===== src/hdl/min_priority_queue_scan_top_assert.svh =====
// Assertion macros for the queue top level.
`ifndef MIN_PRIORITY_QUEUE_SCAN_TOP_ASSERT_SVH
`define MIN_PRIORITY_QUEUE_SCAN_TOP_ASSERT_SVH

// Same-cycle implication, checked on every rising edge outside reset.
`define MPQS_ASSERT_IMP(name, clk, rst, ante, cons, msg) \
   name: assert property (@(posedge clk) disable iff (rst) (ante) |-> (cons)) \
      else $error(msg);

// Next-cycle implication.
`define MPQS_ASSERT_NXT(name, clk, rst, ante, cons, msg) \
   name: assert property (@(posedge clk) disable iff (rst) (ante) |=> (cons)) \
      else $error(msg);

`endif


===== src/hdl/mpqs_pkg.sv =====
`timescale 1ns / 1ps
`default_nettype none

package mpqs_pkg;

   localparam int DEPTH_DEFAULT = 64;
   localparam int KEY_W         = 32;
   localparam int TAG_W         = 16;

   typedef enum logic {
      OP_ENQ = 1'b0,
      OP_DEQ = 1'b1
   } op_type;

   typedef enum logic [1:0] {
      STAT_DONE  = 2'd0,
      STAT_EMPTY = 2'd1,
      STAT_FULL  = 2'd2
   } status_type;

   typedef enum logic [3:0] {
      S_IDLE,
      S_DISPATCH,
      S_TRY_DEQ,
      S_ENQ,
      S_SCAN_INIT,
      S_SCAN,
      S_SCAN_DRAIN,
      S_SHIFT_INIT,
      S_SHIFT,
      S_SHIFT_DRAIN,
      S_DEQ_DONE,
      S_RESP
   } step_type;

   typedef enum logic [3:0] {
      COND_NEVER,
      COND_ALWAYS,
      COND_NO_REQ,
      COND_ENQ_OK,
      COND_DEQ_OK,
      COND_PTR_ZERO,
      COND_PTR_LAST,
      COND_NO_TAIL,
      COND_OUT_BUSY
   } cond_type;

   typedef enum logic [1:0] {
      PTR_HOLD,
      PTR_LOAD_TOP,
      PTR_LOAD_NEXT,
      PTR_STEP
   } ptr_op_type;

   typedef struct packed {
      step_type   seq_next;
      cond_type   cond;
      step_type   target;
      ptr_op_type ptr_op;
      logic       accept;
      logic       latch_status;
      logic       enq_wr;
      logic       cnt_inc;
      logic       cnt_dec;
      logic       rd;
      logic       move;
      logic       out_load;
   } ctrl_word_type;

   typedef struct packed {
      logic no_req;
      logic enq_ok;
      logic deq_ok;
      logic ptr_zero;
      logic ptr_last;
      logic no_tail;
      logic out_busy;
   } seq_flags_type;

   function automatic ctrl_word_type ucode_rom(input step_type s);
      ctrl_word_type w;
      w = '{seq_next: S_IDLE, cond: COND_NEVER, target: S_IDLE, ptr_op: PTR_HOLD,
            default: 1'b0};
      unique case (s)
         S_IDLE: begin
            w.accept = 1'b1;
            w.cond   = COND_NO_REQ;
            w.target = S_IDLE;
            w.seq_next = S_DISPATCH;
         end
         S_DISPATCH: begin
            w.latch_status = 1'b1;
            w.cond     = COND_ENQ_OK;
            w.target   = S_ENQ;
            w.seq_next = S_TRY_DEQ;
         end
         S_TRY_DEQ: begin
            w.cond     = COND_DEQ_OK;
            w.target   = S_SCAN_INIT;
            w.seq_next = S_RESP;
         end
         S_ENQ: begin
            w.enq_wr   = 1'b1;
            w.cnt_inc  = 1'b1;
            w.seq_next = S_RESP;
         end
         S_SCAN_INIT: begin
            w.ptr_op   = PTR_LOAD_TOP;
            w.seq_next = S_SCAN;
         end
         S_SCAN: begin
            w.rd       = 1'b1;
            w.ptr_op   = PTR_STEP;
            w.cond     = COND_PTR_ZERO;
            w.target   = S_SCAN_DRAIN;
            w.seq_next = S_SCAN;
         end
         S_SCAN_DRAIN: begin
            w.seq_next = S_SHIFT_INIT;
         end
         S_SHIFT_INIT: begin
            w.ptr_op   = PTR_LOAD_NEXT;
            w.cond     = COND_NO_TAIL;
            w.target   = S_DEQ_DONE;
            w.seq_next = S_SHIFT;
         end
         S_SHIFT: begin
            w.rd       = 1'b1;
            w.move     = 1'b1;
            w.ptr_op   = PTR_STEP;
            w.cond     = COND_PTR_LAST;
            w.target   = S_SHIFT_DRAIN;
            w.seq_next = S_SHIFT;
         end
         S_SHIFT_DRAIN: begin
            w.seq_next = S_DEQ_DONE;
         end
         S_DEQ_DONE: begin
            w.cnt_dec  = 1'b1;
            w.seq_next = S_RESP;
         end
         S_RESP: begin
            w.out_load = 1'b1;
            w.cond     = COND_OUT_BUSY;
            w.target   = S_RESP;
            w.seq_next = S_IDLE;
         end
         default: begin
            w.seq_next = S_IDLE;
         end
      endcase
      return w;
   endfunction

endpackage

`default_nettype wire


===== src/hdl/mpqs_seq.sv =====
`timescale 1ns / 1ps
`default_nettype none

module mpqs_seq
   import mpqs_pkg::*;
(
   input  wire logic          clock,
   input  wire logic          reset,
   input  wire seq_flags_type flags,
   output ctrl_word_type      cw
);

   step_type pc_ff;
   step_type pc_in;
   logic     take;

   always_comb begin
      cw = ucode_rom(pc_ff);
   end

   always_comb begin
      unique case (cw.cond)
         COND_NEVER:    take = 1'b0;
         COND_ALWAYS:   take = 1'b1;
         COND_NO_REQ:   take = flags.no_req;
         COND_ENQ_OK:   take = flags.enq_ok;
         COND_DEQ_OK:   take = flags.deq_ok;
         COND_PTR_ZERO: take = flags.ptr_zero;
         COND_PTR_LAST: take = flags.ptr_last;
         COND_NO_TAIL:  take = flags.no_tail;
         COND_OUT_BUSY: take = flags.out_busy;
         default:       take = 1'b0;
      endcase
      pc_in = take ? cw.target : cw.seq_next;
   end

   always_ff @(posedge clock) begin
      if (reset) begin
         pc_ff <= S_IDLE;
      end else begin
         pc_ff <= pc_in;
      end
   end

endmodule

`default_nettype wire


===== src/hdl/min_priority_queue_scan_top.sv =====
// Channel | Ports                                          | Direction
// req     | req_valid/req_ready, req_op, req_key,          | in
//         | req_node_tag                                   |
// rsp     | rsp_valid/rsp_ready, rsp_status, rsp_out_key,  | out
//         | rsp_out_tag, rsp_now_empty                     |
//
// Enqueue, or dequeue on empty, or enqueue on full: dispatch, the store write when the
// enqueue has room, then the result. Successful dequeue: a newest-to-oldest key scan,
// then closing the gap by moving each entry above the minimum down one place (skipped
// with no entry above), then the fill count update and the result; both walks read one
// entry at a time through the single read port. Next accept once the result is loaded.
// Reset clears the step counter, fill count and result valid; no clearing pass.
// A result waiting for rsp_ready does not block acceptance of the next transaction;
// the sequencer holds only when a second result is ready before the first is taken.
`timescale 1ns / 1ps
`default_nettype none

`include "min_priority_queue_scan_top_assert.svh"

module min_priority_queue_scan_top
   import mpqs_pkg::*;
#(
   parameter int DEPTH = DEPTH_DEFAULT
)(
   input  wire logic             clock,
   input  wire logic             reset,
   input  wire logic             req_valid,
   output logic                  req_ready,
   input  wire logic             req_op,
   input  wire logic [KEY_W-1:0] req_key,
   input  wire logic [TAG_W-1:0] req_node_tag,
   output logic                  rsp_valid,
   input  wire logic             rsp_ready,
   output logic [1:0]            rsp_status,
   output logic [KEY_W-1:0]      rsp_out_key,
   output logic [TAG_W-1:0]      rsp_out_tag,
   output logic                  rsp_now_empty
);

   localparam int AW = (DEPTH > 1) ? $clog2(DEPTH) : 1;
   localparam int CW = $clog2(DEPTH + 1);
   localparam int EW = KEY_W + TAG_W;

   ctrl_word_type cw;
   seq_flags_type flags;

   logic [EW-1:0]    mem_ff [DEPTH];
   logic             wr_en;
   logic [AW-1:0]    wr_addr;
   logic [EW-1:0]    wr_data;

   op_type           op_ff, op_in;
   logic [KEY_W-1:0] key_ff, key_in;
   logic [TAG_W-1:0] tag_ff, tag_in;
   status_type       status_ff, status_in;
   logic [CW-1:0]    count_ff, count_in;
   logic [AW-1:0]    ptr_ff, ptr_in;
   logic [KEY_W-1:0] best_key_ff, best_key_in;
   logic [TAG_W-1:0] best_tag_ff, best_tag_in;
   logic [AW-1:0]    best_idx_ff, best_idx_in;
   logic             first_ff, first_in;
   logic [EW-1:0]    rd_data_ff;
   logic [AW-1:0]    rd_idx_ff;
   logic             rd_vld_ff;
   logic             rd_move_ff;
   logic             rsp_valid_ff, rsp_valid_in;
   status_type       rsp_status_ff, rsp_status_in;
   logic [KEY_W-1:0] rsp_key_ff, rsp_key_in;
   logic [TAG_W-1:0] rsp_tag_ff, rsp_tag_in;
   logic             rsp_empty_ff, rsp_empty_in;

   logic             req_fire;
   logic             out_go;
   logic             full;
   logic [CW-1:0]    cnt_m1;
   logic [CW-1:0]    best_p1;
   logic [KEY_W-1:0] rd_key;
   logic [TAG_W-1:0] rd_tag;
   logic             scan_hit;

   mpqs_seq u_seq (
      .clock (clock),
      .reset (reset),
      .flags (flags),
      .cw    (cw)
   );

   assign req_ready = cw.accept;
   assign req_fire  = req_valid & req_ready;
   assign full      = (count_ff == CW'(DEPTH));
   assign cnt_m1    = count_ff - CW'(1);
   assign best_p1   = CW'(best_idx_ff) + CW'(1);
   assign rd_key    = rd_data_ff[EW-1:TAG_W];
   assign rd_tag    = rd_data_ff[TAG_W-1:0];
   assign out_go    = cw.out_load & ~(rsp_valid_ff & ~rsp_ready);

   always_comb begin
      flags.no_req   = ~req_valid;
      flags.enq_ok   = (op_ff == OP_ENQ) & ~full;
      flags.deq_ok   = (op_ff == OP_DEQ) & (count_ff != '0);
      flags.ptr_zero = (ptr_ff == '0);
      flags.ptr_last = (ptr_ff == cnt_m1[AW-1:0]);
      flags.no_tail  = (best_p1 == count_ff);
      flags.out_busy = rsp_valid_ff & ~rsp_ready;
   end

   // entry store: enqueue writes at the fill point, gap closing writes one below the read
   always_comb begin
      wr_en   = cw.enq_wr | (rd_vld_ff & rd_move_ff);
      wr_addr = cw.enq_wr ? count_ff[AW-1:0] : rd_idx_ff - AW'(1);
      wr_data = cw.enq_wr ? {key_ff, tag_ff} : rd_data_ff;
   end

   always_ff @(posedge clock) begin
      if (wr_en) begin
         mem_ff[wr_addr] <= wr_data;
      end
      rd_data_ff <= mem_ff[ptr_ff];
      rd_idx_ff  <= ptr_ff;
   end

   always_comb begin
      op_in     = op_ff;
      key_in    = key_ff;
      tag_in    = tag_ff;
      status_in = status_ff;
      count_in  = count_ff;
      ptr_in    = ptr_ff;
      first_in  = first_ff;
      best_key_in = best_key_ff;
      best_tag_in = best_tag_ff;
      best_idx_in = best_idx_ff;
      scan_hit  = rd_vld_ff & ~rd_move_ff & (first_ff | (rd_key < best_key_ff));

      if (req_fire) begin
         op_in  = op_type'(req_op);
         key_in = req_key;
         tag_in = req_node_tag;
      end

      if (cw.latch_status) begin
         priority if (op_ff == OP_ENQ && full) begin
            status_in = STAT_FULL;
         end else if (op_ff == OP_DEQ && count_ff == '0) begin
            status_in = STAT_EMPTY;
         end else begin
            status_in = STAT_DONE;
         end
      end

      if (cw.cnt_inc) begin
         count_in = count_ff + CW'(1);
      end else if (cw.cnt_dec) begin
         count_in = cnt_m1;
      end

      unique case (cw.ptr_op)
         PTR_HOLD:      ptr_in = ptr_ff;
         PTR_LOAD_TOP:  ptr_in = cnt_m1[AW-1:0];
         PTR_LOAD_NEXT: ptr_in = best_p1[AW-1:0];
         PTR_STEP:      ptr_in = cw.move ? ptr_ff + AW'(1) : ptr_ff - AW'(1);
         default:       ptr_in = ptr_ff;
      endcase

      // strict compare while walking newest to oldest keeps the newest of equal keys
      if (cw.ptr_op == PTR_LOAD_TOP) begin
         first_in = 1'b1;
      end else if (rd_vld_ff & ~rd_move_ff) begin
         first_in = 1'b0;
      end
      if (scan_hit) begin
         best_key_in = rd_key;
         best_tag_in = rd_tag;
         best_idx_in = rd_idx_ff;
      end
   end

   always_comb begin
      rsp_valid_in  = rsp_valid_ff;
      rsp_status_in = rsp_status_ff;
      rsp_key_in    = rsp_key_ff;
      rsp_tag_in    = rsp_tag_ff;
      rsp_empty_in  = rsp_empty_ff;
      if (out_go) begin
         rsp_valid_in  = 1'b1;
         rsp_status_in = status_ff;
         rsp_empty_in  = (count_ff == '0);
         if (status_ff == STAT_DONE && op_ff == OP_DEQ) begin
            rsp_key_in = best_key_ff;
            rsp_tag_in = best_tag_ff;
         end else begin
            rsp_key_in = '0;
            rsp_tag_in = '0;
         end
      end else if (rsp_ready) begin
         rsp_valid_in = 1'b0;
      end
   end

   always_ff @(posedge clock) begin
      if (reset) begin
         count_ff     <= '0;
         rd_vld_ff    <= 1'b0;
         rd_move_ff   <= 1'b0;
         rsp_valid_ff <= 1'b0;
      end else begin
         count_ff     <= count_in;
         rd_vld_ff    <= cw.rd;
         rd_move_ff   <= cw.move;
         rsp_valid_ff <= rsp_valid_in;
      end
   end

   always_ff @(posedge clock) begin
      op_ff         <= op_in;
      key_ff        <= key_in;
      tag_ff        <= tag_in;
      status_ff     <= status_in;
      ptr_ff        <= ptr_in;
      first_ff      <= first_in;
      best_key_ff   <= best_key_in;
      best_tag_ff   <= best_tag_in;
      best_idx_ff   <= best_idx_in;
      rsp_status_ff <= rsp_status_in;
      rsp_key_ff    <= rsp_key_in;
      rsp_tag_ff    <= rsp_tag_in;
      rsp_empty_ff  <= rsp_empty_in;
   end

   assign rsp_valid     = rsp_valid_ff;
   assign rsp_status    = rsp_status_ff;
   assign rsp_out_key   = rsp_key_ff;
   assign rsp_out_tag   = rsp_tag_ff;
   assign rsp_now_empty = rsp_empty_ff;

   `MPQS_ASSERT_IMP(a_count_bound, clock, reset, 1'b1, count_ff <= CW'(DEPTH),
                    "fill count beyond depth")
   `MPQS_ASSERT_IMP(a_enq_room, clock, reset, cw.enq_wr, !full,
                    "enqueue write into a full store")
   `MPQS_ASSERT_IMP(a_move_range, clock, reset, rd_vld_ff && rd_move_ff,
                    rd_idx_ff != '0 && CW'(rd_idx_ff) < count_ff,
                    "gap closing outside the filled entries")
   `MPQS_ASSERT_IMP(a_empty_status, clock, reset, out_go && status_ff == STAT_EMPTY,
                    count_ff == '0, "empty status with entries held")
   `MPQS_ASSERT_NXT(a_leave_idle, clock, reset, req_fire, !req_ready,
                    "sequencer still idle after a transaction was taken")

endmodule

`default_nettype wire


===== config.mk =====
export PLATFORM = sky130hd
export DESIGN_NAME = min_priority_queue_scan_top
export DESIGN_NICKNAME = d
export VERILOG_FILES = /design/src/hdl/mpqs_pkg.sv /design/src/hdl/mpqs_seq.sv /design/src/hdl/min_priority_queue_scan_top.sv
export VERILOG_INCLUDE_DIRS = /design/src /design/src/hdl
export SDC_FILE = /design/constraint.sdc
export NUM_CORES = 2
export LEC_CHECK = 0
export CORE_MARGIN = 2
export CORE_UTILIZATION = 60
export CTS_CLUSTER_SIZE = 30
export DETAILED_ROUTE_END_ITERATION = 8
export DONT_BUFFER_PORTS = 1
export PLACE_DENSITY = 0.76
export SLEW_MARGIN = 20
export SYNTH_ARGS = -nofsm -noshare
export SYNTH_HDL_FRONTEND = slang
export SYNTH_SLANG_ARGS = --single-unit

===== constraint.sdc =====
create_clock -name clock -period 10.6 [get_ports clock]
set_input_delay 1.59 -clock clock [delete_from_list [all_inputs] [get_ports clock]]
set_output_delay 1.59 -clock clock [all_outputs]
set_load 0.005 [all_outputs]

==> results.rst <==
.. list-table::
   :header-rows: 1

   * - Metric
     - Value
   * - Top-Level Pins
     - 106
   * - Number of max-capacitance violations reported
     - 0
   * - Post-layout minimum cycle time
     - 4.81 ns
   * - Mapped cell area
     - approximately 130000 um^2
   * - Global-route wire length before repair
     - 488000 um
   * - Xor/xnor share of the synthesized area
     - less than 1%
   * - Most frequent cell on the critical path
     - sky130_fd_sc_hd__nand2_1
   * - Worst voltage drop across the vdd grid
     - 0.258 mV
   * - Drt wl/cell
     - 40.7 um
   * - Final wirelength
     - 350000 um
   * - Outcome
     - complete, no violations
   * - H-tree lvl count
     - 5
   * - Setup Crit Path Kind
     - reg -> reg
   * - Router iterations before antenna repair
     - 6
   * - Portion of netlist area occupied by mux cells
     - 17.7%
   * - Detailed-route DRC error count
     - 0
   * - Stages on worst setup path
     - 7
   * - Nets@finish
     - 5624
   * - Max-slew violation count
     - 0
   * - Largest stage delay on the critical path
     - about 1 ns
   * - Register area share after synthesis
     - slightly below 80%
   * - CORE AREA
     - 209000 um^2
   * - Horizontal extent of the die
     - 463 um
   * - Relative slew margins
     - approximately 14%
   * - Combinational family with the most area after synthesis
     - multiplexers
   * - Final estimated routing congestion in global placement
     - 0.889
   * - Unrepaired setup endpoints after global routing
     - no
   * - Post-detail-place hpwl
     - 185000 um
   * - Power per Cell Area
     - 267 nW/um^2
   * - Sequence of cells on the critical path
     - and3_4 > nand2_1 > o21a_1 > nor2_1 > nand2_1 > nor2_4 > buf_4
   * - Length in cells of the worst reg-to-reg path
     - 7
   * - Final cell count without fillers
     - 8600
   * - Die boundary height
     - 463 um
   * - Net count of the mapped netlist
     - 5391
   * - Maximum number of pins on one net before global-route repair
     - 116
   * - Clk_skew
     - 0.0710 ns
   * - Total number of clock tree sinks
     - 3303
   * - Vias in the first global route
     - 61871
   * - Cell variety after synth
     - between 60 and 70
   * - Number of standard cells after synthesis
     - 5297
   * - Setup crit end kind
     - register
   * - Number of post-CTS setup repair buffers
     - 0
   * - Total of flip-flops plus latches after synthesis
     - 3303
   * - GRT Residual Overflow
     - 0
   * - TritonCTS clock tree
     - done
   * - Summed negative setup slack over all endpoints
     - 0 ns
   * - Total number of placement rows
     - 168
   * - Clock Latency Late Sink
     - 0.99 ns
   * - Detailed Route Iter0 Violations
     - about 12000
   * - Number of buffer cells added on primary ports
     - 0
   * - Crit path launch type
     - register
   * - Mean instance size in the synthesized netlist
     - 23.8 um^2
   * - Share of the synthesized area in compound gates (AO/OA/AOI/OAI)
     - 0.802%
   * - Number of buffers created by CTS
     - 327
   * - Antenna violations before repair
     - 35
   * - Signal arrival time at the worst endpoint
     - 5.39 ns
   * - Required time reported for the critical path endpoint
     - around 11 ns
   * - Clock root buffer
     - sky130_fd_sc_hd__clkbuf_16
   * - Layout area overhead
     - 11.7%
   * - Number of gates given a new drive strength after cts
     - 0
   * - Synth async-reset ratio
     - 0%
   * - Top cell family by delay on the critical path
     - simple AND/OR/NAND/NOR gates
   * - Post-synthesis simple-gate area fraction
     - 1.64%
   * - Least-Margin Pin Slew
     - 1.28 ns
   * - Area of the die
     - 214000 um^2
   * - Via count
     - 61340
   * - Instance count along the most critical hold path
     - 0
   * - Prevailing post-synth register cell
     - sky130_fd_sc_hd__edfxtp_1
   * - Maximum fanout along the worst path
     - 32
   * - Clock transition at path regs
     - about 0.06 ns
   * - Starting density of the core
     - 60.3%
   * - Fraction of final layout cells sized beyond drive strength 1
     - 29.5%
   * - Number of flops mapped to enable cells by yosys
     - 3234
   * - Number of buffers and inverters on the critical path
     - 1
   * - Period Utilization, post-route
     - ~45%
   * - Total Routing Usage GR
     - ~33%
   * - Setup-failing EPs final
     - 0
   * - Vias per std cell
     - 7.13
   * - Number of nets with antenna violations after detailed routing
     - 0
   * - Post-CTS Hold Buffers
     - 0
   * - Total count of hold-check failures in the final report
     - 0
   * - Slowest library cell on the worst path
     - sky130_fd_sc_hd__nor2_4
   * - Number of buffers between clock root and the deepest sink
     - 4
   * - Worst hold path type
     - reg -> reg
   * - Leakage dissipation
     - around 44 nW
   * - Adder-cell share of the synthesized area
     - 0.413%
   * - Instance count after placement with tap cells included
     - 8006
   * - Yosys warning count
     - 0
   * - Highest attainable clock frequency
     - 208 MHz
-- placed cells by master, fill, tap and decap left out, drive strengths merged, types with 4 or more instances in the layout --
cell / count
edfxtp: 3234
mux4: 977
clkbuf: 413
nand2: 200
buf: 172
clkinv: 108
nor2: 101
dfxtp: 69
and2: 52
inv: 44
a21oi: 42
ha: 40
a211oi: 37
nor2b: 33
bufinv: 30
mux2i: 27
o21ai: 27
diode: 20
xnor2: 19
clkinvlp: 19
nand3: 13
xor2: 10
nor3: 9
a21o: 9
mux2: 8
nand2b: 7
nand4: 7
nor4: 6
o221ai: 5
o21a: 5
nand3b: 4
or3: 4
and3: 4
-- where the power goes --
group | internal [mW] | switching (mW) | total [mW]
logic | 2.66 | 6.12 | 8.78
clock network | 6.62 | 4.89 | 11.5
registers | 16.9 | 0.405 | 17.4
-- worst paths after layout --
| check | start | end | slack [ns] |
|---|---|---|---|
| worst min-delay path | rd_data_ff[9] | best_tag_ff[9] | 0.44 |
| worst min register to register | rd_data_ff[9] | best_tag_ff[9] | 0.44 |
| worst max register to register | u_seq.pc_ff[1] | mem_ff[31][35] | 5.79 |
| worst max-delay path | u_seq.pc_ff[1] | mem_ff[31][35] | 5.79 |
-- area by class of cell --
type                    instances  area [um^2]
flip-flops and latches       3303        98500
repair buffers                172         1520
well taps                    2805         3510
clock inverters               161         1630
inverters                      40          150
diodes                         20         50.0
multi-input cells            1686        26800
clock buffers                 413         8810
fillers                     12126        68400
-- worst register-to-register path: cells and delay by family, from the launching register on --
family	cells	cell delay, ns
AO/OA/AOI/OAI	1	0.16
AND/OR/NAND/NOR	5	2.53
flip-flops	1	0.90
buffers and inverters	1	0.82
-- Yosys cell counts, types with 9 or more instances --
library cell / count / area share (%)
sky130_fd_sc_hd__nor2b_1: 33 / 0.16
sky130_fd_sc_hd__o21ai_0: 27 / 0.11
sky130_fd_sc_hd__nor2_1: 101 / 0.30
sky130_fd_sc_hd__nand2_1: 200 / 0.60
sky130_fd_sc_hd__dfxtp_1: 69 / 1.1
sky130_fd_sc_hd__clkbuf_1: 121 / 0.36
sky130_fd_sc_hd__mux4_2: 977 / 17
sky130_fd_sc_hd__a21oi_1: 42 / 0.17
sky130_fd_sc_hd__buf_2: 81 / 0.32
sky130_fd_sc_hd__and2_1: 52 / 0.26
sky130_fd_sc_hd__edfxtp_1: 3234 / 77
sky130_fd_sc_hd__nor3_1: 9 / 0.036
sky130_fd_sc_hd__mux2i_1: 27 / 0.21
sky130_fd_sc_hd__a211oi_1: 37 / 0.22
sky130_fd_sc_hd__ha_1: 40 / 0.40
sky130_fd_sc_hd__inv_1: 40 / 0.12
sky130_fd_sc_hd__xnor2_1: 19 / 0.13
sky130_fd_sc_hd__buf_4: 25 / 0.15
sky130_fd_sc_hd__nand3_1: 13 / 0.052
sky130_fd_sc_hd__a21o_1: 9 / 0.054
sky130_fd_sc_hd__xor2_1: 10 / 0.069
sky130_fd_sc_hd__buf_1: 35 / 0.10
-- cell families (layout without fill, tap and decap cells) --
kind of cell / count (synthesis) / in the layout
xor gates and xnor gates: 31 / 31
other: 0 / 20
buffers and inverters: 308 / 786
DFF: 3303 / 3303
adders and majority gates: 41 / 41
muxes: 1012 / 1012
and+or+nand+nor: 450 / 450
AOI/OAI and AO/OA: 152 / 152
-- state kept, by name (all words and copies together) (netlist names), 2 cells and up --
register,flops
status_ff,2
count_ff,7
best_tag_ff,16
u_seq.pc_ff,4
rd_data_ff,48
mem_ff,3072
best_key_ff,32
key_ff,32
tag_ff,16
rsp_out_key,32
rsp_status,2
ptr_ff,6
best_idx_ff,6
rd_idx_ff,6
rsp_out_tag,16
-- stage by stage --
| step | worst slack [ns] | cell area, um^2 | hold slack, ns | power (mW) | utilization, % |
|---|---|---|---|---|---|
| 2_1_floorplan | 6.12 | 126000 | 0.369 | 22.2 | - |
| 3_3_place_gp | 6.10 | 130000 | 0.413 | 25.8 | 62.3 |
| 3_5_place_dp | 5.98 | 130000 | 0.418 | 26.1 | 62.3 |
| 4_1_cts | 5.98 | 141000 | 0.436 | 37.5 | 67.3 |
| 5_1_grt | 5.79 | 141000 | 0.442 | 38.4 | 67.3 |
| 6_report | 5.79 | 141000 | 0.445 | 37.6 | 67.3 |
-- layer usage --
layer	up-vias	GRT usage, %	wire length (um)
met5	-	0	117
met3	926	9.03	49800
met2	5338	50.4	165000
met1	32059	44.1	114000
li1	23001	-	-
met4	16	17.7	21600
Power figures use the tool's default switching activity.
